===== config.mk =====
export PLATFORM = sky130hd
export DESIGN_NAME = utf8_to_utf16_transcoder_top
export DESIGN_NICKNAME = d
export VERILOG_FILES = /design/src/rtl/core/u8u16_pkg.sv /design/src/rtl/core/u8u16_front.sv /design/src/rtl/core/u8u16_fifo.sv /design/src/rtl/core/u8u16_back.sv /design/src/rtl/core/utf8_to_utf16_transcoder_top.sv
export SDC_FILE = /design/constraint.sdc
export NUM_CORES = 1
export LEC_CHECK = 0
export BUFFER_PORTS_ARGS = -buffer_cell sky130_fd_sc_hd__buf_2
export CORE_MARGIN = 4
export CORE_UTILIZATION = 45
export CTS_CLUSTER_SIZE = 40
export DETAILED_ROUTE_END_ITERATION = 10
export GPL_TIMING_DRIVEN = 0
export PLACE_DENSITY = 0.68
export SLEW_MARGIN = 20
export SYNTH_ARGS = -nofsm -noshare
export SYNTH_HDL_FRONTEND = slang
export SYNTH_SLANG_ARGS = --single-unit

===== constraint.sdc =====
create_clock -name i_clk -period 3.8 [get_ports i_clk]
set_clock_uncertainty 0.05 [all_clocks]
set_input_delay 0.19 -clock i_clk [delete_from_list [all_inputs] [get_ports i_clk]]
set_output_delay 0.19 -clock i_clk [all_outputs]
set_load 0.05 [all_outputs]

===== src/rtl/core/u8u16_pkg.sv =====
// Package for the UTF-8 to UTF-16 transcoder.
// Holds the channel payload types, the front-to-back request type and byte-class constants.
// No dependencies.
`timescale 1ns / 1ps

package u8u16_pkg;

    localparam int unsigned QUEUE_DEPTH = 4;

    localparam logic [15:0] REPLACEMENT    = 16'hFFFD;
    localparam logic [20:0] SUPPLEMENTARY  = 21'h010000;
    localparam logic [15:0] HIGH_SURROGATE = 16'hD800;
    localparam logic [15:0] LOW_SURROGATE  = 16'hDC00;

    localparam logic [7:0] CONT_MASK  = 8'hC0;
    localparam logic [7:0] CONT_TAG   = 8'h80;
    localparam logic [7:0] LEAD2_MASK = 8'hE0;
    localparam logic [7:0] LEAD2_TAG  = 8'hC0;
    localparam logic [7:0] LEAD3_MASK = 8'hF0;
    localparam logic [7:0] LEAD3_TAG  = 8'hE0;
    localparam logic [7:0] LEAD4_MASK = 8'hF8;
    localparam logic [7:0] LEAD4_TAG  = 8'hF0;

    localparam logic [2:0] SEQ_NONE  = 3'd0;
    localparam logic [2:0] SEQ_TWO   = 3'd2;
    localparam logic [2:0] SEQ_THREE = 3'd3;
    localparam logic [2:0] SEQ_FOUR  = 3'd4;

    typedef enum logic [1:0] {
        TAIL_NONE,
        TAIL_UNIT,
        TAIL_PAIR
    } t_tail;

    typedef struct packed {
        logic [7:0] data_byte;
        logic       end_of_text;
    } t_in;

    typedef struct packed {
        logic [15:0] code_unit;
        logic        last_of_run;
        logic        text_done;
    } t_out;

    // One request: repl_count replacement units, then an optional tail.
    typedef struct packed {
        logic [1:0]  repl_count;
        t_tail       tail;
        logic [20:0] tail_data;
        logic        end_of_text;
    } t_cmd;

endpackage


===== src/rtl/core/u8u16_front.sv =====
// Front end of the transcoder: accepts bytes, tracks the open sequence and
// classifies each byte into at most one back-end request. Depends on u8u16_pkg.
`timescale 1ns / 1ps

module u8u16_front (
    input  logic             i_clk,
    input  logic             i_rst_n,
    input  logic             i_in_valid,
    input  u8u16_pkg::t_in   i_in_data,
    output logic             o_in_ready,
    input  logic             i_full,
    output logic             o_push,
    output u8u16_pkg::t_cmd  o_cmd
);

    logic [20:0] r_pp;
    logic [2:0]  r_len;
    logic [1:0]  r_br;
    logic [20:0] n_pp;
    logic [2:0]  n_len;
    logic [1:0]  n_br;

    logic        w_accept;
    logic        w_cont;
    logic        w_fresh;
    logic [20:0] w_pp_shift;
    logic [1:0]  w_br_inc;
    logic [7:0]  w_b;

    assign w_b        = i_in_data.data_byte;
    assign o_in_ready = !i_full;
    assign w_accept   = i_in_valid && o_in_ready;
    assign w_cont     = (w_b & u8u16_pkg::CONT_MASK) == u8u16_pkg::CONT_TAG;
    assign w_pp_shift = {r_pp[14:0], w_b[5:0]};
    assign w_br_inc   = r_br + 2'd1;

    always_comb begin
        n_pp              = r_pp;
        n_len             = r_len;
        n_br              = r_br;
        w_fresh           = 1'b0;
        o_cmd.repl_count  = 2'd0;
        o_cmd.tail        = u8u16_pkg::TAIL_NONE;
        o_cmd.tail_data   = 21'd0;
        o_cmd.end_of_text = i_in_data.end_of_text;

        if (r_len != u8u16_pkg::SEQ_NONE) begin
            if (w_cont) begin
                if ({1'b0, w_br_inc} + 3'd1 >= r_len) begin
                    if (w_pp_shift < u8u16_pkg::SUPPLEMENTARY) begin
                        o_cmd.tail      = u8u16_pkg::TAIL_UNIT;
                        o_cmd.tail_data = w_pp_shift;
                    end else begin
                        o_cmd.tail      = u8u16_pkg::TAIL_PAIR;
                        o_cmd.tail_data = w_pp_shift - u8u16_pkg::SUPPLEMENTARY;
                    end
                    n_pp  = 21'd0;
                    n_len = u8u16_pkg::SEQ_NONE;
                    n_br  = 2'd0;
                end else if (i_in_data.end_of_text) begin
                    o_cmd.repl_count = w_br_inc + 2'd1;
                end else begin
                    n_pp = w_pp_shift;
                    n_br = w_br_inc;
                end
            end else begin
                o_cmd.repl_count = r_br + 2'd1;
                n_pp    = 21'd0;
                n_len   = u8u16_pkg::SEQ_NONE;
                n_br    = 2'd0;
                w_fresh = 1'b1;
            end
        end else begin
            w_fresh = 1'b1;
        end

        if (w_fresh) begin
            if (!w_b[7]) begin
                o_cmd.tail      = u8u16_pkg::TAIL_UNIT;
                o_cmd.tail_data = {13'd0, w_b};
            end else if ((w_b & u8u16_pkg::LEAD2_MASK) == u8u16_pkg::LEAD2_TAG) begin
                n_len = u8u16_pkg::SEQ_TWO;
                n_pp  = {16'd0, w_b[4:0]};
                n_br  = 2'd0;
            end else if ((w_b & u8u16_pkg::LEAD3_MASK) == u8u16_pkg::LEAD3_TAG) begin
                n_len = u8u16_pkg::SEQ_THREE;
                n_pp  = {17'd0, w_b[3:0]};
                n_br  = 2'd0;
            end else if ((w_b & u8u16_pkg::LEAD4_MASK) == u8u16_pkg::LEAD4_TAG) begin
                n_len = u8u16_pkg::SEQ_FOUR;
                n_pp  = {18'd0, w_b[2:0]};
                n_br  = 2'd0;
            end else begin
                o_cmd.tail      = u8u16_pkg::TAIL_UNIT;
                o_cmd.tail_data = {5'd0, u8u16_pkg::REPLACEMENT};
            end
            // A lead byte that ends the text is reported as one broken sequence.
            if (w_b[7] && !w_cont && i_in_data.end_of_text
                    && o_cmd.tail == u8u16_pkg::TAIL_NONE) begin
                o_cmd.tail      = u8u16_pkg::TAIL_UNIT;
                o_cmd.tail_data = {5'd0, u8u16_pkg::REPLACEMENT};
            end
        end

        if (i_in_data.end_of_text) begin
            n_pp  = 21'd0;
            n_len = u8u16_pkg::SEQ_NONE;
            n_br  = 2'd0;
        end
    end

    assign o_push = w_accept
        && (o_cmd.repl_count != 2'd0 || o_cmd.tail != u8u16_pkg::TAIL_NONE);

    always_ff @(posedge i_clk) begin
        if (!i_rst_n) begin
            r_pp  <= 21'd0;
            r_len <= u8u16_pkg::SEQ_NONE;
            r_br  <= 2'd0;
        end else if (w_accept) begin
            r_pp  <= n_pp;
            r_len <= n_len;
            r_br  <= n_br;
        end
    end

`ifndef NO_ASSERTIONS
    a_closed_clean: assert property (@(posedge i_clk) disable iff (!i_rst_n)
        r_len == u8u16_pkg::SEQ_NONE |-> r_br == 2'd0 && r_pp == 21'd0)
        else $error("closed sequence holds stale state");

    a_end_closes: assert property (@(posedge i_clk) disable iff (!i_rst_n)
        w_accept && i_in_data.end_of_text |=> r_len == u8u16_pkg::SEQ_NONE)
        else $error("sequence still open after end of text");
`endif

endmodule


===== src/rtl/core/u8u16_fifo.sv =====
// Request queue between the transcoder front and back ends.
// Depends on u8u16_pkg for the request type.
`timescale 1ns / 1ps

module u8u16_fifo #(
    parameter int unsigned DEPTH = u8u16_pkg::QUEUE_DEPTH
) (
    input  logic             i_clk,
    input  logic             i_rst_n,
    input  logic             i_push,
    input  u8u16_pkg::t_cmd  i_cmd,
    input  logic             i_pop,
    output u8u16_pkg::t_cmd  o_head,
    output logic             o_empty,
    output logic             o_full
);

    localparam int unsigned PTR_W = (DEPTH > 1) ? $clog2(DEPTH) : 1;
    localparam int unsigned CNT_W = $clog2(DEPTH + 1);

    u8u16_pkg::t_cmd r_mem [DEPTH];
    logic [PTR_W-1:0] r_wr;
    logic [PTR_W-1:0] r_rd;
    logic [CNT_W-1:0] r_count;
    logic [PTR_W-1:0] n_wr;
    logic [PTR_W-1:0] n_rd;
    logic [CNT_W-1:0] n_count;

    assign o_head  = r_mem[r_rd];
    assign o_empty = r_count == CNT_W'(0);
    assign o_full  = r_count == CNT_W'(DEPTH);

    always_comb begin
        n_wr    = r_wr;
        n_rd    = r_rd;
        n_count = r_count;
        if (i_push) begin
            n_wr = (r_wr == PTR_W'(DEPTH - 1)) ? PTR_W'(0) : r_wr + PTR_W'(1);
        end
        if (i_pop) begin
            n_rd = (r_rd == PTR_W'(DEPTH - 1)) ? PTR_W'(0) : r_rd + PTR_W'(1);
        end
        if (i_push && !i_pop) begin
            n_count = r_count + CNT_W'(1);
        end else if (!i_push && i_pop) begin
            n_count = r_count - CNT_W'(1);
        end
    end

    always_ff @(posedge i_clk) begin
        if (!i_rst_n) begin
            r_wr    <= '0;
            r_rd    <= '0;
            r_count <= '0;
        end else begin
            r_wr    <= n_wr;
            r_rd    <= n_rd;
            r_count <= n_count;
        end
    end

    always_ff @(posedge i_clk) begin
        if (i_push) begin
            r_mem[r_wr] <= i_cmd;
        end
    end

`ifndef NO_ASSERTIONS
    a_no_overflow: assert property (@(posedge i_clk) disable iff (!i_rst_n)
        i_push |-> !o_full)
        else $error("request queue written while full");

    a_no_underflow: assert property (@(posedge i_clk) disable iff (!i_rst_n)
        i_pop |-> !o_empty)
        else $error("request queue read while empty");
`endif

endmodule


===== src/rtl/core/u8u16_back.sv =====
// Back end of the transcoder: expands each queued request into UTF-16 code
// units and holds them in the output register. Depends on u8u16_pkg.
`timescale 1ns / 1ps

module u8u16_back (
    input  logic             i_clk,
    input  logic             i_rst_n,
    input  u8u16_pkg::t_cmd  i_head,
    input  logic             i_empty,
    output logic             o_pop,
    output logic             o_out_valid,
    output u8u16_pkg::t_out  o_out_data,
    input  logic             i_out_ready
);

    logic            r_valid;
    logic [1:0]      r_idx;
    u8u16_pkg::t_out r_data;
    logic            n_valid;
    logic [1:0]      n_idx;

    logic            w_take;
    logic            w_last;
    logic [2:0]      w_total;
    logic [1:0]      w_tail_count;
    logic [1:0]      w_pos;
    logic [15:0]     w_unit;

    assign w_take = (!r_valid || i_out_ready) && !i_empty;
    assign w_pos  = r_idx - i_head.repl_count;

    always_comb begin
        unique case (i_head.tail)
            u8u16_pkg::TAIL_NONE: w_tail_count = 2'd0;
            u8u16_pkg::TAIL_UNIT: w_tail_count = 2'd1;
            u8u16_pkg::TAIL_PAIR: w_tail_count = 2'd2;
            default:              w_tail_count = 2'd0;
        endcase
        w_total = {1'b0, i_head.repl_count} + {1'b0, w_tail_count};
        w_last  = {1'b0, r_idx} + 3'd1 == w_total;

        if (r_idx < i_head.repl_count) begin
            w_unit = u8u16_pkg::REPLACEMENT;
        end else if (i_head.tail == u8u16_pkg::TAIL_PAIR) begin
            if (w_pos == 2'd0) begin
                w_unit = u8u16_pkg::HIGH_SURROGATE | {5'd0, i_head.tail_data[20:10]};
            end else begin
                w_unit = u8u16_pkg::LOW_SURROGATE | {6'd0, i_head.tail_data[9:0]};
            end
        end else begin
            w_unit = i_head.tail_data[15:0];
        end
    end

    assign o_pop = w_take && w_last;

    always_comb begin
        n_idx   = r_idx;
        n_valid = r_valid;
        if (w_take) begin
            n_idx   = w_last ? 2'd0 : r_idx + 2'd1;
            n_valid = 1'b1;
        end else if (i_out_ready) begin
            n_valid = 1'b0;
        end
    end

    always_ff @(posedge i_clk) begin
        if (!i_rst_n) begin
            r_valid <= 1'b0;
            r_idx   <= 2'd0;
        end else begin
            r_valid <= n_valid;
            r_idx   <= n_idx;
        end
    end

    always_ff @(posedge i_clk) begin
        if (w_take) begin
            r_data.code_unit   <= w_unit;
            r_data.last_of_run <= w_last;
            r_data.text_done   <= w_last && i_head.end_of_text;
        end
    end

    assign o_out_valid = r_valid;
    assign o_out_data  = r_data;

`ifndef NO_ASSERTIONS
    a_run_holds_head: assert property (@(posedge i_clk) disable iff (!i_rst_n)
        r_idx != 2'd0 |-> !i_empty)
        else $error("request left the queue before all its units were sent");
`endif

endmodule


===== src/rtl/core/utf8_to_utf16_transcoder_top.sv =====
// Top level of the UTF-8 to UTF-16 transcoder.
// Instantiates u8u16_front, u8u16_fifo and u8u16_back; depends on u8u16_pkg.
//
// The block takes one UTF-8 byte per cycle while the request queue is not
// full and returns UTF-16 code units on a valid/ready output channel;
// malformed input becomes U+FFFD and code points of 0x10000 and up become
// surrogate pairs. A byte that yields n units (up to four) is expanded by
// the back end one unit per cycle while the output is not stalled, and the
// request queue of QUEUE_DEPTH entries absorbs such bursts before the input
// stalls. A lead byte that opens a sequence yields no unit and sends no
// request to the back end. The first unit of a byte passes the request queue
// and then the back end's output register before it reaches the output.
`timescale 1ns / 1ps

module utf8_to_utf16_transcoder_top #(
    parameter int unsigned QUEUE_DEPTH = u8u16_pkg::QUEUE_DEPTH
) (
    input  logic             i_clk,
    input  logic             i_rst_n,
    input  logic             i_in_valid,
    input  u8u16_pkg::t_in   i_in_data,
    output logic             o_in_ready,
    output logic             o_out_valid,
    output u8u16_pkg::t_out  o_out_data,
    input  logic             i_out_ready
);

    u8u16_pkg::t_cmd w_cmd;
    u8u16_pkg::t_cmd w_head;
    logic            w_push;
    logic            w_pop;
    logic            w_empty;
    logic            w_full;

    u8u16_front u_front (
        .i_clk      (i_clk),
        .i_rst_n    (i_rst_n),
        .i_in_valid (i_in_valid),
        .i_in_data  (i_in_data),
        .o_in_ready (o_in_ready),
        .i_full     (w_full),
        .o_push     (w_push),
        .o_cmd      (w_cmd)
    );

    u8u16_fifo #(
        .DEPTH (QUEUE_DEPTH)
    ) u_fifo (
        .i_clk   (i_clk),
        .i_rst_n (i_rst_n),
        .i_push  (w_push),
        .i_cmd   (w_cmd),
        .i_pop   (w_pop),
        .o_head  (w_head),
        .o_empty (w_empty),
        .o_full  (w_full)
    );

    u8u16_back u_back (
        .i_clk       (i_clk),
        .i_rst_n     (i_rst_n),
        .i_head      (w_head),
        .i_empty     (w_empty),
        .o_pop       (w_pop),
        .o_out_valid (o_out_valid),
        .o_out_data  (o_out_data),
        .i_out_ready (i_out_ready)
    );

endmodule

# After elaboration in Yosys (flattened, before gate mapping)
# Memories as Yosys holds them, arrays and structs flattened. A register that Yosys moved wholly into a read port is not among the register bits.
# Cells that the tools add are included.
# totals
regBits	54
ramBits	104
word_cells	120
memories	1
# memory_table
name	depth	word_bits	read_ports	rd_ports_with_merged_regs	wr	line_no	text
u_fifo.r_mem	4	26	1	1	1	u8u16_fifo.sv:21	u8u16_pkg::t_cmd r_mem [DEPTH];
# classes
add_sub_neg	12
n_lt_le_gt_ge	3
n_eq_ne	10
muxes	57
n_reduce_logical	26
# op_table
operator	n
23-bit two-way mux	10
21-bit two-way mux	9
2-bit two-way mux	17
3-bit two-way mux	11
25-bit two-way mux	1
21-bit by 17-bit less-than comparator with 1-bit output, second input constant	1
21-bit by 17-bit subtractor with 21-bit output, second input constant	1
16-bit two-way mux	1
11-bit two-way mux	1
2-bit by 1-bit adder with 2-bit output, second input constant	5
1-bit logical AND	10
2-bit equality test, second input constant	4
2-bit nonzero test	4
2-bit by 1-bit adder with 3-bit output, second input constant	2
3-bit equality test, second input constant	2
1-bit logical NOT	6
1-bit two-way mux	6
5-bit equality test, second input constant	1
4-bit equality test, second input constant	1
2-bit logical NOT	2
2-bit one-hot mux with 2 select lines	1
2-bit by 2-bit adder with 3-bit output	1
3-bit by 1-bit adder with 3-bit output, second input constant	1
3-bit equality test	1
8 further kinds	9

# Logic depth before layout (Yosys ltp)
# Gate-level depths: netlist of the first run.
# depth
word_depth	22
ltp_mapped	17

# Hierarchy
# From an unflattened synthesis of the first run, not the netlist that was laid out.
# unflattened
cells_unflattened	442
area_unflattened_um2	6618.8
# modules_own_cells
mod	instances	cells_per_inst	area_per_inst_um2	seq_area_each_um2
u8u16_fifo	1	180	4255.3	3303.2
u8u16_front	1	166	1313.8	400.4
u8u16_back	1	96	1049.8	600.6

# Least setup slack after synthesis of the first run
# Ideal clock, no wire load.
# synth_path
path_kind	register to register
start	reg with a tool-made name
end	reg u_fifo.r_count[2]
arrival_time_ns	3.692
required_ns	3.674
slack_ns	-0.018
path_stages_with_launch	16
path_buffers	3
period_less_slack_ns	3.818
path_cell_list	dfxtp_1 buf_6 clkbuf_1 clkbuf_1 mux4_2 ha_1 fa_1 xor2_1 nor3_2 nand2_1 ha_1 inv_1 fa_1 xor2_1 or3_1 a21boi_0
# synth_lines
element	line_no	text
end signal: assignment	u8u16_fifo.sv:58	r_count <= n_count;
end: declaration	u8u16_fifo.sv:24	logic [CNT_W-1:0] r_count;

==> results of run 1 <==
## power by group through the flow
| stage | combinational, uW | clock (uW) | sequential, uW |
|---|---|---|---|
| final | 1320 | 1590 | 2190 |
| after global routing | 1430 | 1690 | 2210 |
| after CTS | 1310 | 1610 | 2190 |
| after detailed placement | 1260 | 0 | 2220 |
| after global placement | 1240 | 0 | 2210 |
| after floorplan | 593 | 0 | 2570 |
## routing by layer
| layer | share of wire, % | GRT usage [%] |
|---|---|---|
| met5 | 0 | 0 |
| met1 | 45 | 21.76 |
| met3 | 4.7 | 4.699 |
| met2 | 49 | 27.65 |
| met4 | 1.3 | 6.177 |
## worst register-to-register path, stage by stage (launching register included)
cell      delay (ps)
dfxtp_2          350
buf_6            100
clkbuf_8         170
mux4_2           540
ha_1             230
fa_1             530
xor2_2           190
nor3_4            90
nand2_2          130
ha_4             160
inv_1             50
fa_1             370
xor2_1           160
or3_1            300
a21boi_1         150
## what timing repair did
action / 4_1_cts / 5_1_grt
setup buffers: 1 / 3
endpoints found under the setup margin: 101 / 2
gates resized for setup: 16 / 5
pin swaps: 2 / 1
endpoints found under the hold margin: 5 / 0
hold buffers: 2 / 0
## per-stage QoR
step,hold WS [ps],worst slack [ps],setup TNS (ps),power [uW]
finish,19.74,172.3,0,5096
global route,18.06,-8.142,-8.142,5334
CTS,12.09,3.899,0,5110
detailed placement,391.8,-720.3,-12560,3487
global placement,383.5,-631.5,-54210,3452
floorplan,238.9,4.880,0,3158
## layout make-up
cell class	count	area, um^2	share of cell area, %
Timing Repair Buffer	39	237.7	3.091
Buffer	17	112.6	1.464
Inverter	17	63.81	0.8297
Tap cell	184	230.2	2.993
Sequential cell	154	4307	55.99
Clock inverter	14	130.1	1.692
Clock buffer	18	429.2	5.580
Multi-Input combinational cell	279	2181	28.36
## logic make-up (layout without fill, tap and decap cells)
logic type,count (synthesis),count (layout)
flip-flops,154,154
AND/OR/NAND/NOR,148,148
AO/OA/AOI/OAI,64,64
multiplexers,42,42
buffers and inverters,38,105
adder cells (fa/ha/maj),17,17
XOR/XNOR,8,8
## worst paths after layout
| check | start | to | slack [ps] | cells past startpoint |
|---|---|---|---|---|
| max | register | u_fifo.r_count[2] | 170 | 14 |
| min | i_rst_n | u_fifo.r_wr[1] | 20 | 3 |
| max reg2reg | register | u_fifo.r_count[2] | 170 | 14 |
| min reg2reg | u_back.o_out_valid | u_back.o_out_valid | 440 | 2 |
## sequential cells by signal, summed over array words and instances, names as in the netlist, named ones only
signal / flops
u_back.o_out_data: 18
u_back.o_out_valid: 1
u_back.r_idx: 2
u_fifo.r_count: 3
u_fifo.r_mem: 104
u_fifo.r_rd: 2
u_fifo.r_wr: 2
u_front.r_br: 2
u_front.r_len: 3
u_front.r_pp: 15
## cells in the final DEF, fill, tap and decap left out, types with 12 or more instances in the layout
cell type,synthesis,layout
a22oi_1,15,15
buf_2,6,37
clkbuf_16,0,17
dfxtp_1,32,30
edfxtp_1,122,122
ha_1,15,14
inv_1,17,17
mux2i_1,13,13
mux4_2,16,16
nand2_1,60,59
nor2_1,16,16
nor2b_1,22,22
o21ai_0,12,12
==> metrics.txt, run 1 <==
# TYPE chip_impl_metric gauge
chip_impl_info{name="result_of_the_run",value="complete, no violations"} 1
chip_impl_metric{name="numClockSinks",unit=""} 154
chip_impl_info{name="timing.critical_path.cells",value="buf_6 -> clkbuf_8 -> mux4_2 -> ha_1 -> fa_1 -> xor2_2 -> nor3_4 -> nand2_2 -> ha_4 -> inv_1 -> fa_1 -> xor2_1 -> or3_1 -> a21boi_1"} 1
chip_impl_metric{name="grt_pass1_vias",unit=""} 3968
chip_impl_metric{name="powerDensity",unit="nW/um^2"} 662.5
chip_impl_metric{name="seq_area_frac_synth",unit="%"} 65.11
chip_impl_info{name="cp_slowest_cell",value="mux4_2"} 1
chip_impl_metric{name="post-place-cells",unit=""} 688
chip_impl_metric{name="synth_edf_count",unit=""} 122
chip_impl_metric{name="crit_path_max_incr_delay",unit="ps"} 540
chip_impl_metric{name="cts_htree_levels",unit=""} 4
chip_impl_metric{name="final_estimated_routing_congestion_in_global_placement",unit=""} 0.8480
chip_impl_metric{name="layout.cells.non_filler",unit=""} 722
chip_impl_metric{name="part_of_the_cycle_the_worst_path_needs",unit="%"} 95.46
chip_impl_info{name="end_kind",value="register"} 1
chip_impl_metric{name="place.port_buffers",unit=""} 32
chip_impl_metric{name="post_synth_and_or_nand_nor_area_fraction",unit="%"} 11.49
chip_impl_metric{name="final_max_slew_viol_count",unit=""} 0
chip_impl_metric{name="post_synth_xor_area_fraction",unit="%"} 1.060
chip_impl_metric{name="cts-root-to-sink-buffers",unit=""} 2
chip_impl_metric{name="die_footprint",unit="um^2"} 16690
chip_impl_metric{name="post-route-cell-area",unit="um^2"} 7691
chip_impl_metric{name="share_clk_of_total_power",unit="%"} 31.1
chip_impl_metric{name="cp_data_arrival_time",unit="ps"} 3930
chip_impl_metric{name="yosysWarningCount",unit=""} 0
chip_impl_info{name="crit_path_leading_delay_family",value="adder cells"} 1
chip_impl_metric{name="clock_buffer_count_from_cts",unit=""} 17
chip_impl_metric{name="antenna_found_initial",unit=""} 0
chip_impl_metric{name="netlist_area",unit="um^2"} 6610
chip_impl_metric{name="ys_ff_latch",unit=""} 154
chip_impl_metric{name="worst-slew-pin-transition",unit="ps"} 861.6
chip_impl_metric{name="dieWidth",unit="um"} 129.2
chip_impl_metric{name="p_seq_share",unit="%"} 42.9
chip_impl_metric{name="layout-area-overhead-vs-synth",unit="%"} 16.35
chip_impl_metric{name="p_comb_share",unit="%"} 25.9
chip_impl_metric{name="finalNetCount",unit=""} 555
chip_impl_metric{name="place_area",unit="um^2"} 7034
chip_impl_metric{name="grt_util_all_layers",unit="%"} 16.93
chip_impl_info{name="synth.top_cells.by_count",value="edfxtp_1 (122), nand2_1 (60), dfxtp_1 (32), nor2b_1 (22), inv_1 (17)"} 1
chip_impl_metric{name="synth_top_area_share",unit="%"} 55.42
chip_impl_metric{name="max-cap-violations",unit=""} 0
chip_impl_info{name="cts_tree",value="built"} 1
chip_impl_metric{name="synth-adder-area-share",unit="%"} 3.445
chip_impl_metric{name="hold_violations",unit=""} 0
chip_impl_metric{name="synth_compound_area_share",unit="%"} 6.587
chip_impl_info{name="synth_top_cells_by_area",value="edfxtp_1 (55%), dfxtp_1 (9.7%), mux4_2 (5.5%), nand2_1 (3.4%), ha_1 (2.8%)"} 1
chip_impl_metric{name="timing.slew.headroom",unit="%"} 42.03
chip_impl_metric{name="die_height",unit="um"} 129.2
chip_impl_metric{name="route.detailed.vias_per_inst",unit=""} 5.367
chip_impl_metric{name="final_util",unit="%"} 53.12
chip_impl_metric{name="detailedRoute.firstPassIterationCount",unit=""} 5
chip_impl_metric{name="route.vias.total",unit=""} 3875
chip_impl_metric{name="drt.antenna.violating_nets",unit=""} 0
chip_impl_metric{name="num-fill-cells",unit=""} 1206
chip_impl_metric{name="crit_buf_inv",unit=""} 3
chip_impl_metric{name="worst_vdd_rail_ir_drop",unit="mV"} 0.4024
chip_impl_metric{name="post-dp-hpwl",unit="um"} 8836
chip_impl_metric{name="route.detailed.wl_per_inst",unit="um"} 18.28
chip_impl_metric{name="cellLeakagePower",unit="uW"} 0.002755
chip_impl_metric{name="worst_skew_pair.late_latency",unit="ps"} 420
chip_impl_metric{name="antennaDiodeCount",unit=""} 0
chip_impl_metric{name="synthCells",unit=""} 471
chip_impl_metric{name="core",unit="um^2"} 14480
chip_impl_metric{name="synthesis.nets",unit=""} 501
chip_impl_info{name="critPathKind",value="reg -> reg"} 1
chip_impl_info{name="cp_common_cell",value="fa_1"} 1
chip_impl_metric{name="initial_core_util",unit="%"} 45.65
chip_impl_metric{name="grt_max_degree",unit=""} 27
chip_impl_metric{name="clock.fmax",unit="GHz"} 0.2757
chip_impl_metric{name="synth.area.mux_share",unit="%"} 9.805
chip_impl_metric{name="synth.lib_cells_used.distinct",unit=""} 51
chip_impl_metric{name="remaining_drc_errors",unit=""} 0
chip_impl_info{name="cp-start-kind",value="register"} 1
chip_impl_metric{name="min_period",unit="ps"} 3628
chip_impl_metric{name="site_rows",unit=""} 44
chip_impl_metric{name="critPathMaxFanout",unit=""} 10
chip_impl_metric{name="clkTransAtPathRegs",unit="ps"} 60
chip_impl_metric{name="grt_overflow",unit=""} 0
chip_impl_metric{name="drive_gt1_share",unit="%"} 22.86
chip_impl_info{name="worstHoldPathType",value="in -> reg"} 1
chip_impl_info{name="synth_top_family_by_area",value="simple AND/OR/NAND/NOR gates"} 1
chip_impl_info{name="synth_area_leader_cell",value="edfxtp_1"} 1
chip_impl_info{name="ys.flop_type",value="edfxtp_1"} 1
chip_impl_metric{name="cellInternalPower",unit="uW"} 3478
chip_impl_metric{name="asyncSetResetFlopFracSynth",unit="%"} 0
chip_impl_info{name="clock_tree.root_cell",value="clkbuf_16"} 1
chip_impl_metric{name="p_switching",unit="uW"} 1617
chip_impl_metric{name="global_route_wire_length_before_repair",unit="um"} 21010
chip_impl_metric{name="report.final.setup_viol",unit=""} 0
chip_impl_metric{name="drt_iter0_drc",unit=""} 321
chip_impl_metric{name="timing.critical_path.required",unit="ps"} 4100
chip_impl_metric{name="ios",unit=""} 33
chip_impl_metric{name="totalWireLength",unit="um"} 13200
chip_impl_metric{name="syn-mean-instance-area",unit="um^2"} 14.03
chip_impl_info{name="cell_with_the_most_instances_after_synthesis",value="edfxtp_1"} 1
chip_impl_metric{name="netSwitchingFraction",unit="%"} 31.74
No activity file was read; power rests on OpenSTA's default activity.
==> inputs of run 2 (changes only) <==
CORE_MARGIN = unset   (was 4)
SYNTH_HIERARCHICAL = 1   (was unset)
==> metrics.txt, run 2 <==
# TYPE chip_impl_metric gauge
chip_impl_info{name="result_of_the_run",value="complete, no violations"} 1
chip_impl_metric{name="post-dp-hpwl",unit="um"} 8451
chip_impl_metric{name="report.final.setup_viol",unit=""} 0
chip_impl_info{name="worstHoldPathType",value="in -> reg"} 1
chip_impl_info{name="timing.critical_path.cells",value="buf_12 -> mux4_2 -> nor2b_1 -> ha_1 -> inv_1 -> fa_1 -> xor2_1 -> nand3_2 -> nor3_4 -> inv_1 -> ha_2 -> inv_1 -> fa_2 -> xor2_1 -> or3_1 -> a21boi_1"} 1
chip_impl_info{name="end_kind",value="register"} 1
chip_impl_metric{name="cts-root-to-sink-buffers",unit=""} 2
chip_impl_metric{name="grt_pass1_vias",unit=""} 3758
chip_impl_metric{name="flip_flop_count_of_the_largest_register_after_layout",unit=""} 104
chip_impl_metric{name="synth_top_area_share",unit="%"} 55.35
chip_impl_metric{name="layout_setup_ws",unit="ps"} 166.0
chip_impl_metric{name="part_of_the_cycle_the_worst_path_needs",unit="%"} 95.63
chip_impl_info{name="synth.top_cells.by_count",value="edfxtp_1 (122), nand2_1 (37), dfxtp_1 (32), nor2_1 (26), a21oi_1 (23)"} 1
chip_impl_info{name="ys.flop_type",value="edfxtp_1"} 1
chip_impl_info{name="cell_with_the_most_instances_after_synthesis",value="edfxtp_1"} 1
chip_impl_metric{name="multi_input_area",unit="um^2"} 2121
chip_impl_metric{name="min_period",unit="ps"} 3634
chip_impl_info{name="cts_tree",value="built"} 1
chip_impl_metric{name="drive_gt1_share",unit="%"} 24.81
chip_impl_metric{name="global_route_wire_length_before_repair",unit="um"} 19710
chip_impl_info{name="hold_crit_start",value="i_in_data[5]"} 1
chip_impl_metric{name="place.port_buffers",unit=""} 29
chip_impl_metric{name="totalWireLength",unit="um"} 12500
chip_impl_metric{name="die_height",unit="um"} 123.3
chip_impl_metric{name="area_taken_by_flip_flops_and_latches",unit="um^2"} 4305
chip_impl_metric{name="antennaDiodeCount",unit=""} 0
chip_impl_metric{name="final_util",unit="%"} 54.81
chip_impl_metric{name="dieWidth",unit="um"} 123.3
chip_impl_metric{name="layout-area-overhead-vs-synth",unit="%"} 16.73
chip_impl_metric{name="ys_ff_latch",unit=""} 154
chip_impl_info{name="top_register",value="u_fifo/r_mem"} 1
chip_impl_metric{name="worst_skew_pair.late_latency",unit="ps"} 410
chip_impl_metric{name="post_place_setup_slack",unit="ps"} -232.0
chip_impl_info{name="clock_tree.root_cell",value="clkbuf_16"} 1
chip_impl_metric{name="worst-slew-pin-transition",unit="ps"} 862.2
chip_impl_metric{name="syn-mean-instance-area",unit="um^2"} 14.97
chip_impl_metric{name="crit_path_max_incr_delay",unit="ps"} 540
chip_impl_metric{name="finalNetCount",unit=""} 533
chip_impl_metric{name="grt_util_all_layers",unit="%"} 18.02
chip_impl_metric{name="critPathMaxFanout",unit=""} 5
chip_impl_metric{name="ios",unit=""} 33
chip_impl_metric{name="yosysWarningCount",unit=""} 6
chip_impl_metric{name="timing.critical_path.required",unit="ps"} 4090
chip_impl_metric{name="detailedRoute.firstPassIterationCount",unit=""} 6
chip_impl_metric{name="synth_edf_count",unit=""} 122
chip_impl_metric{name="grt_max_degree",unit=""} 27
chip_impl_metric{name="powerDensity",unit="nW/um^2"} 662.3
chip_impl_metric{name="seq_area_frac_synth",unit="%"} 65.03
chip_impl_metric{name="site_rows",unit=""} 43
chip_impl_metric{name="cp_data_arrival_time",unit="ps"} 3920
chip_impl_info{name="cp_slowest_cell",value="mux4_2"} 1
chip_impl_metric{name="place_area",unit="um^2"} 7008
chip_impl_info{name="cp-start-kind",value="register"} 1
chip_impl_metric{name="die_footprint",unit="um^2"} 15200
chip_impl_metric{name="post-route-cell-area",unit="um^2"} 7726
chip_impl_info{name="crit_path_leading_delay_family",value="adder cells"} 1
chip_impl_info{name="cp_common_cell",value="inv_1"} 1
chip_impl_metric{name="cts_htree_levels",unit=""} 4
chip_impl_metric{name="route.detailed.wl_per_inst",unit="um"} 17.96
chip_impl_metric{name="num-fill-cells",unit=""} 1158
chip_impl_metric{name="core",unit="um^2"} 14100
chip_impl_metric{name="asyncSetResetFlopFracSynth",unit="%"} 0
chip_impl_info{name="mostFrequentLayoutCells",value="edfxtp_1 (122), nand2_1 (37), buf_2 (33)"} 1
chip_impl_metric{name="route.vias.total",unit=""} 3831
chip_impl_metric{name="netlist_area",unit="um^2"} 6619
chip_impl_metric{name="timing.slew.headroom",unit="%"} 42.08
chip_impl_metric{name="remaining_drc_errors",unit=""} 0
chip_impl_metric{name="antenna_found_initial",unit=""} 0
chip_impl_metric{name="numClockSinks",unit=""} 154
chip_impl_metric{name="crit_buf_inv",unit=""} 4
chip_impl_metric{name="cellLeakagePower",unit="uW"} 0.002739
chip_impl_info{name="synth_top_cells_by_area",value="edfxtp_1 (55%), dfxtp_1 (9.7%), mux4_2 (6.8%), ha_1 (2.8%), mux4_1 (2.4%)"} 1
chip_impl_metric{name="worst_vdd_rail_ir_drop",unit="mV"} 0.3148
chip_impl_metric{name="synthesis.nets",unit=""} 472
chip_impl_metric{name="clkTransAtPathRegs",unit="ps"} 60
chip_impl_metric{name="drt_iter0_drc",unit=""} 267
chip_impl_metric{name="clock_buffer_count_from_cts",unit=""} 17
chip_impl_metric{name="initial_core_util",unit="%"} 46.96
chip_impl_metric{name="max-cap-violations",unit=""} 0
chip_impl_info{name="final_common_cell",value="edfxtp_1"} 1
chip_impl_metric{name="synthCells",unit=""} 442
chip_impl_metric{name="final_estimated_routing_congestion_in_global_placement",unit=""} 0.8315
chip_impl_metric{name="grt_overflow",unit=""} 0
chip_impl_metric{name="final_max_slew_viol_count",unit=""} 0
chip_impl_info{name="synth_area_leader_cell",value="edfxtp_1"} 1
chip_impl_metric{name="hold_violations",unit=""} 0
chip_impl_metric{name="synth.lib_cells_used.distinct",unit=""} 59
chip_impl_metric{name="drt.antenna.violating_nets",unit=""} 0
chip_impl_metric{name="route.detailed.vias_per_inst",unit=""} 5.504
chip_impl_info{name="critPathKind",value="reg -> reg"} 1
chip_impl_metric{name="clock.fmax",unit="GHz"} 0.2752
[run 2: layout make-up]
cell class	instances	area share, %
sequential	154	55.72
multi-input combinational	248	27.45
clock buffer	21	5.830
timing repair buffer	43	3.417
tap	180	2.915
buffer	18	2.089
clock inverter	11	1.555
inverter	21	1.020
[run 2: cell families after synthesis]
logic type               Yosys count  synth area share, %
adder cells (fa/ha/maj)           17                3.440
flip-flops                       154                65.03
AO/OA/AOI/OAI                     64                6.957
XOR/XNOR                           9                1.191
AND/OR/NAND/NOR                  128                10.04
buffers and inverters             40                3.554
multiplexers                      30                9.792
[run 2: metal layers]
metal  GRT usage [%]  up-vias  wire length (um)
met4           7.681        0               213
met3           3.875       18               611
met5               0        -                 0
li1                -     1795                 -
met2           28.60      105              6116
met1           24.02     1913              5555
[run 2: repair_timing]
| action | 4_1_cts | 5_1_grt |
|---|---|---|
| setup endpoints to repair | 2 | 2 |
| gates resized for setup | 8 | 10 |
| setup buffers | 3 | 6 |
| pin swaps | 2 | 4 |
| hold buffers | 4 | 0 |
| hold endpoints to repair | 7 | 0 |
[run 2: stage by stage]
step | cells | hold slack [ps] | setup TNS, ps | power, uW
3_3_place_gp | 651 | 348.5 | -23520 | 3416
4_1_cts | 690 | 6.979 | 0 | 5123
2_1_floorplan | 442 | 251.2 | 0 | 3168
5_1_grt | 696 | 43.12 | -3.791 | 5352
6_report | 696 | 24.15 | 0 | 5117
3_5_place_dp | 652 | 357.2 | -336.1 | 3480
[run 2: where the power goes]
group	switching (uW)	total, uW	internal (uW)
combinational	880	1330	448
sequential	68.5	2180	2110
clock	629	1610	981
[run 2: worst reg2reg max path: stages (launching register included)]
cell and delay [ps]:
dfxtp_2 340, buf_12 110, mux4_2 550, nor2b_1 160, ha_1 180, inv_1 70
fa_1 430, xor2_1 170, nand3_2 110, nor3_4 60, inv_1 130, ha_2 190
inv_1 50, fa_2 330, xor2_1 160, or3_1 320, a21boi_1 160
[run 2: final timing paths]
path / endpoint / cells after the start / slack [ps]
worst max register to register: u_fifo/r_count[2] / 16 / 170
worst min-delay path: u_front/r_len[0] / 2 / 20
worst max-delay path: u_fifo/r_count[2] / 16 / 170
worst min register to register: u_front/r_pp[9] / 1 / 450
==> inputs of run 3 (changes only) <==
CORE_MARGIN = 4   (was unset)
==> metrics.txt, run 3 (synthesized netlist as in run 2, its figures left out) <==
# TYPE chip_impl_metric gauge
chip_impl_metric{name="hold_violations",unit=""} 0
chip_impl_metric{name="remaining_drc_errors",unit=""} 0
chip_impl_metric{name="detailedRoute.firstPassIterationCount",unit=""} 4
chip_impl_info{name="mostFrequentLayoutCells",value="edfxtp_1 (122), nand2_1 (37), buf_2 (33)"} 1
chip_impl_metric{name="route.vias.total",unit=""} 3822
chip_impl_info{name="timing.critical_path.cells",value="buf_12 -> mux4_2 -> nor2b_1 -> ha_1 -> inv_1 -> fa_1 -> xor2_1 -> nand3_2 -> nor3_4 -> inv_2 -> ha_2 -> inv_1 -> fa_1 -> xor2_1 -> or3_1 -> a21boi_1"} 1
chip_impl_metric{name="numClockSinks",unit=""} 154
chip_impl_info{name="reg2reg_to",value="u_fifo/r_count[2]"} 1
chip_impl_metric{name="part_of_the_cycle_the_worst_path_needs",unit="%"} 95.45
chip_impl_metric{name="worst_skew_pair.late_latency",unit="ps"} 420
chip_impl_metric{name="antenna_found_initial",unit=""} 0
chip_impl_metric{name="cts-root-to-sink-buffers",unit=""} 2
chip_impl_metric{name="final_estimated_routing_congestion_in_global_placement",unit=""} 0.8483
chip_impl_metric{name="report.final.setup_viol",unit=""} 0
chip_impl_info{name="cts_tree",value="built"} 1
chip_impl_metric{name="post-layout-total-power",unit="uW"} 5151
chip_impl_metric{name="layout-area-overhead-vs-synth",unit="%"} 16.79
chip_impl_metric{name="grt_pass1_vias",unit=""} 3944
chip_impl_info{name="worstHoldEndpoint",value="u_front/r_pp[5]"} 1
chip_impl_metric{name="worst-slew-pin-transition",unit="ps"} 856.6
chip_impl_info{name="top_register",value="u_fifo/r_mem"} 1
chip_impl_metric{name="clkTransAtPathRegs",unit="ps"} 60
chip_impl_metric{name="drive_gt1_share",unit="%"} 24.66
chip_impl_metric{name="ios",unit=""} 33
chip_impl_metric{name="crit_buf_inv",unit=""} 4
chip_impl_metric{name="clock.fmax",unit="GHz"} 0.2757
chip_impl_metric{name="route.detailed.wl_per_inst",unit="um"} 18.12
chip_impl_metric{name="drt_iter0_drc",unit=""} 255
chip_impl_metric{name="global_route_wire_length_before_repair",unit="um"} 20350
chip_impl_info{name="grt_setup_unrepaired",value="false"} 1
chip_impl_metric{name="cp_data_arrival_time",unit="ps"} 3930
chip_impl_info{name="final_common_cell",value="edfxtp_1"} 1
chip_impl_metric{name="antennaDiodeCount",unit=""} 0
chip_impl_metric{name="flip_flop_count_of_the_largest_register_after_layout",unit=""} 104
chip_impl_metric{name="holdPathStages",unit=""} 2
chip_impl_metric{name="initial_core_util",unit="%"} 45.71
chip_impl_metric{name="powerDensity",unit="nW/um^2"} 666.4
chip_impl_metric{name="finalNetCount",unit=""} 532
chip_impl_metric{name="timing.critical_path.required",unit="ps"} 4100
chip_impl_metric{name="dieWidth",unit="um"} 129.3
chip_impl_metric{name="min_period",unit="ps"} 3627
chip_impl_info{name="hold_crit_start",value="i_in_data[6]"} 1
chip_impl_metric{name="totalWireLength",unit="um"} 12660
chip_impl_metric{name="grt_max_degree",unit=""} 27
chip_impl_metric{name="timing.slew.headroom",unit="%"} 42.45
chip_impl_info{name="worstHoldPathType",value="in -> reg"} 1
chip_impl_metric{name="grt_util_all_layers",unit="%"} 16.15
chip_impl_metric{name="drt.antenna.violating_nets",unit=""} 0
chip_impl_metric{name="place.port_buffers",unit=""} 29
chip_impl_info{name="clock_tree.root_cell",value="clkbuf_16"} 1
chip_impl_metric{name="die_height",unit="um"} 129.3
chip_impl_metric{name="grt_overflow",unit=""} 0
chip_impl_info{name="cp_slowest_cell",value="mux4_2"} 1
chip_impl_metric{name="num-fill-cells",unit=""} 1183
chip_impl_metric{name="site_rows",unit=""} 44
chip_impl_metric{name="post-place-cells",unit=""} 656
chip_impl_metric{name="crit_path_max_incr_delay",unit="ps"} 540
chip_impl_metric{name="timing.reg2reg.worst_path_depth",unit=""} 16
chip_impl_info{name="end_kind",value="register"} 1
chip_impl_metric{name="route.detailed.vias_per_inst",unit=""} 5.468
chip_impl_metric{name="cts_htree_levels",unit=""} 4
chip_impl_metric{name="layout.cells.non_filler",unit=""} 699
chip_impl_info{name="result_of_the_run",value="complete, no violations"} 1
chip_impl_metric{name="cellLeakagePower",unit="uW"} 0.002742
chip_impl_metric{name="worst_vdd_rail_ir_drop",unit="mV"} 0.3005
chip_impl_metric{name="max-cap-violations",unit=""} 0
chip_impl_metric{name="die_footprint",unit="um^2"} 16710
chip_impl_metric{name="setup.reg_to_reg.worst_slack",unit="ps"} 170
chip_impl_metric{name="core",unit="um^2"} 14480
chip_impl_metric{name="clock_buffer_count_from_cts",unit=""} 17
chip_impl_info{name="critPathKind",value="reg -> reg"} 1
chip_impl_metric{name="final_max_slew_viol_count",unit=""} 0
chip_impl_metric{name="critPathMaxFanout",unit=""} 5
chip_impl_info{name="cp-start-kind",value="register"} 1
chip_impl_metric{name="final_util",unit="%"} 53.39
chip_impl_metric{name="post-dp-hpwl",unit="um"} 8461
chip_impl_info{name="crit_path_leading_delay_family",value="adder cells"} 1
## run 3: final cells by class
type	count	area [um^2]	area share, %
buffer	18	157.7	2.039
clock buffer	18	429.2	5.552
clock inverter	14	155.1	2.007
inverter	21	78.83	1.020
multi-input combinational	248	2118	27.40
sequential	154	4304	55.68
tap	184	230.2	2.978
timing repair buffer	42	256.5	3.318
## run 3: worst max path at each step
| stage | endpoint | slack [ps] | cells past startpoint |
|---|---|---|---|
| after floorplan | u_fifo/r_count[2] | 220 | 17 |
| after global placement | u_fifo/r_mem[1][18] | -270 | 10 |
| after detailed placement | u_fifo/r_count[2] | -240 | 16 |
| after CTS | u_fifo/r_count[2] | 4 | 15 |
| after global routing | u_fifo/r_count[2] | 8 | 17 |
| final | u_fifo/r_count[2] | 170 | 16 |
## run 3: repair_timing
action                                  in CTS  in global routing
resized for setup                            6                 10
hold buffers                                 4                  0
endpoints found under the setup margin       2                  2
hold endpoints to repair                     7                  0
pin swaps                                    0                  2
buffers inserted                             3                  5
## run 3: through the flow
| stage | setup WS, ps | hold WS [ps] | instance area (um^2) | setup TNS [ps] |
|---|---|---|---|---|
| floorplan | 219.2 | 251.2 | 6619 | 0 |
| global placement | -271.2 | 340.5 | 6994 | -27840 |
| detailed placement | -242.1 | 351.5 | 7013 | -359.2 |
| CTS | 3.980 | 14.78 | 7656 | 0 |
| global route | 7.942 | 35.92 | 7730 | 0 |
| finish | 173.0 | 26.05 | 7730 | 0 |
## run 3: where the power goes
group / internal [uW] / switching [uW] / leakage (uW)
registers: 2110 / 67.0 / 0.00136
logic: 434 / 881 / 0.00110
clock network: 1020 / 637 / 0.000284
## run 3: routing by layer
layer	GRT usage (%)	up-vias	wire length, um
met3	4.658	25	692
met1	20.66	1901	5582
li1	-	1790	-
met5	0	-	0
met2	25.91	106	6145
met4	6.856	0	243
## run 3: worst reg2reg max path, stage by stage, from the launching register on
cell      delay [ps]
dfxtp_1          350
buf_12           120
mux4_2           550
nor2b_1          160
ha_1             180
inv_1             70
fa_1             420
xor2_1           170
nand3_2          100
nor3_4            60
inv_2            110
ha_2             170
inv_1             50
fa_1             370
xor2_1           170
or3_1            320
a21boi_1         150
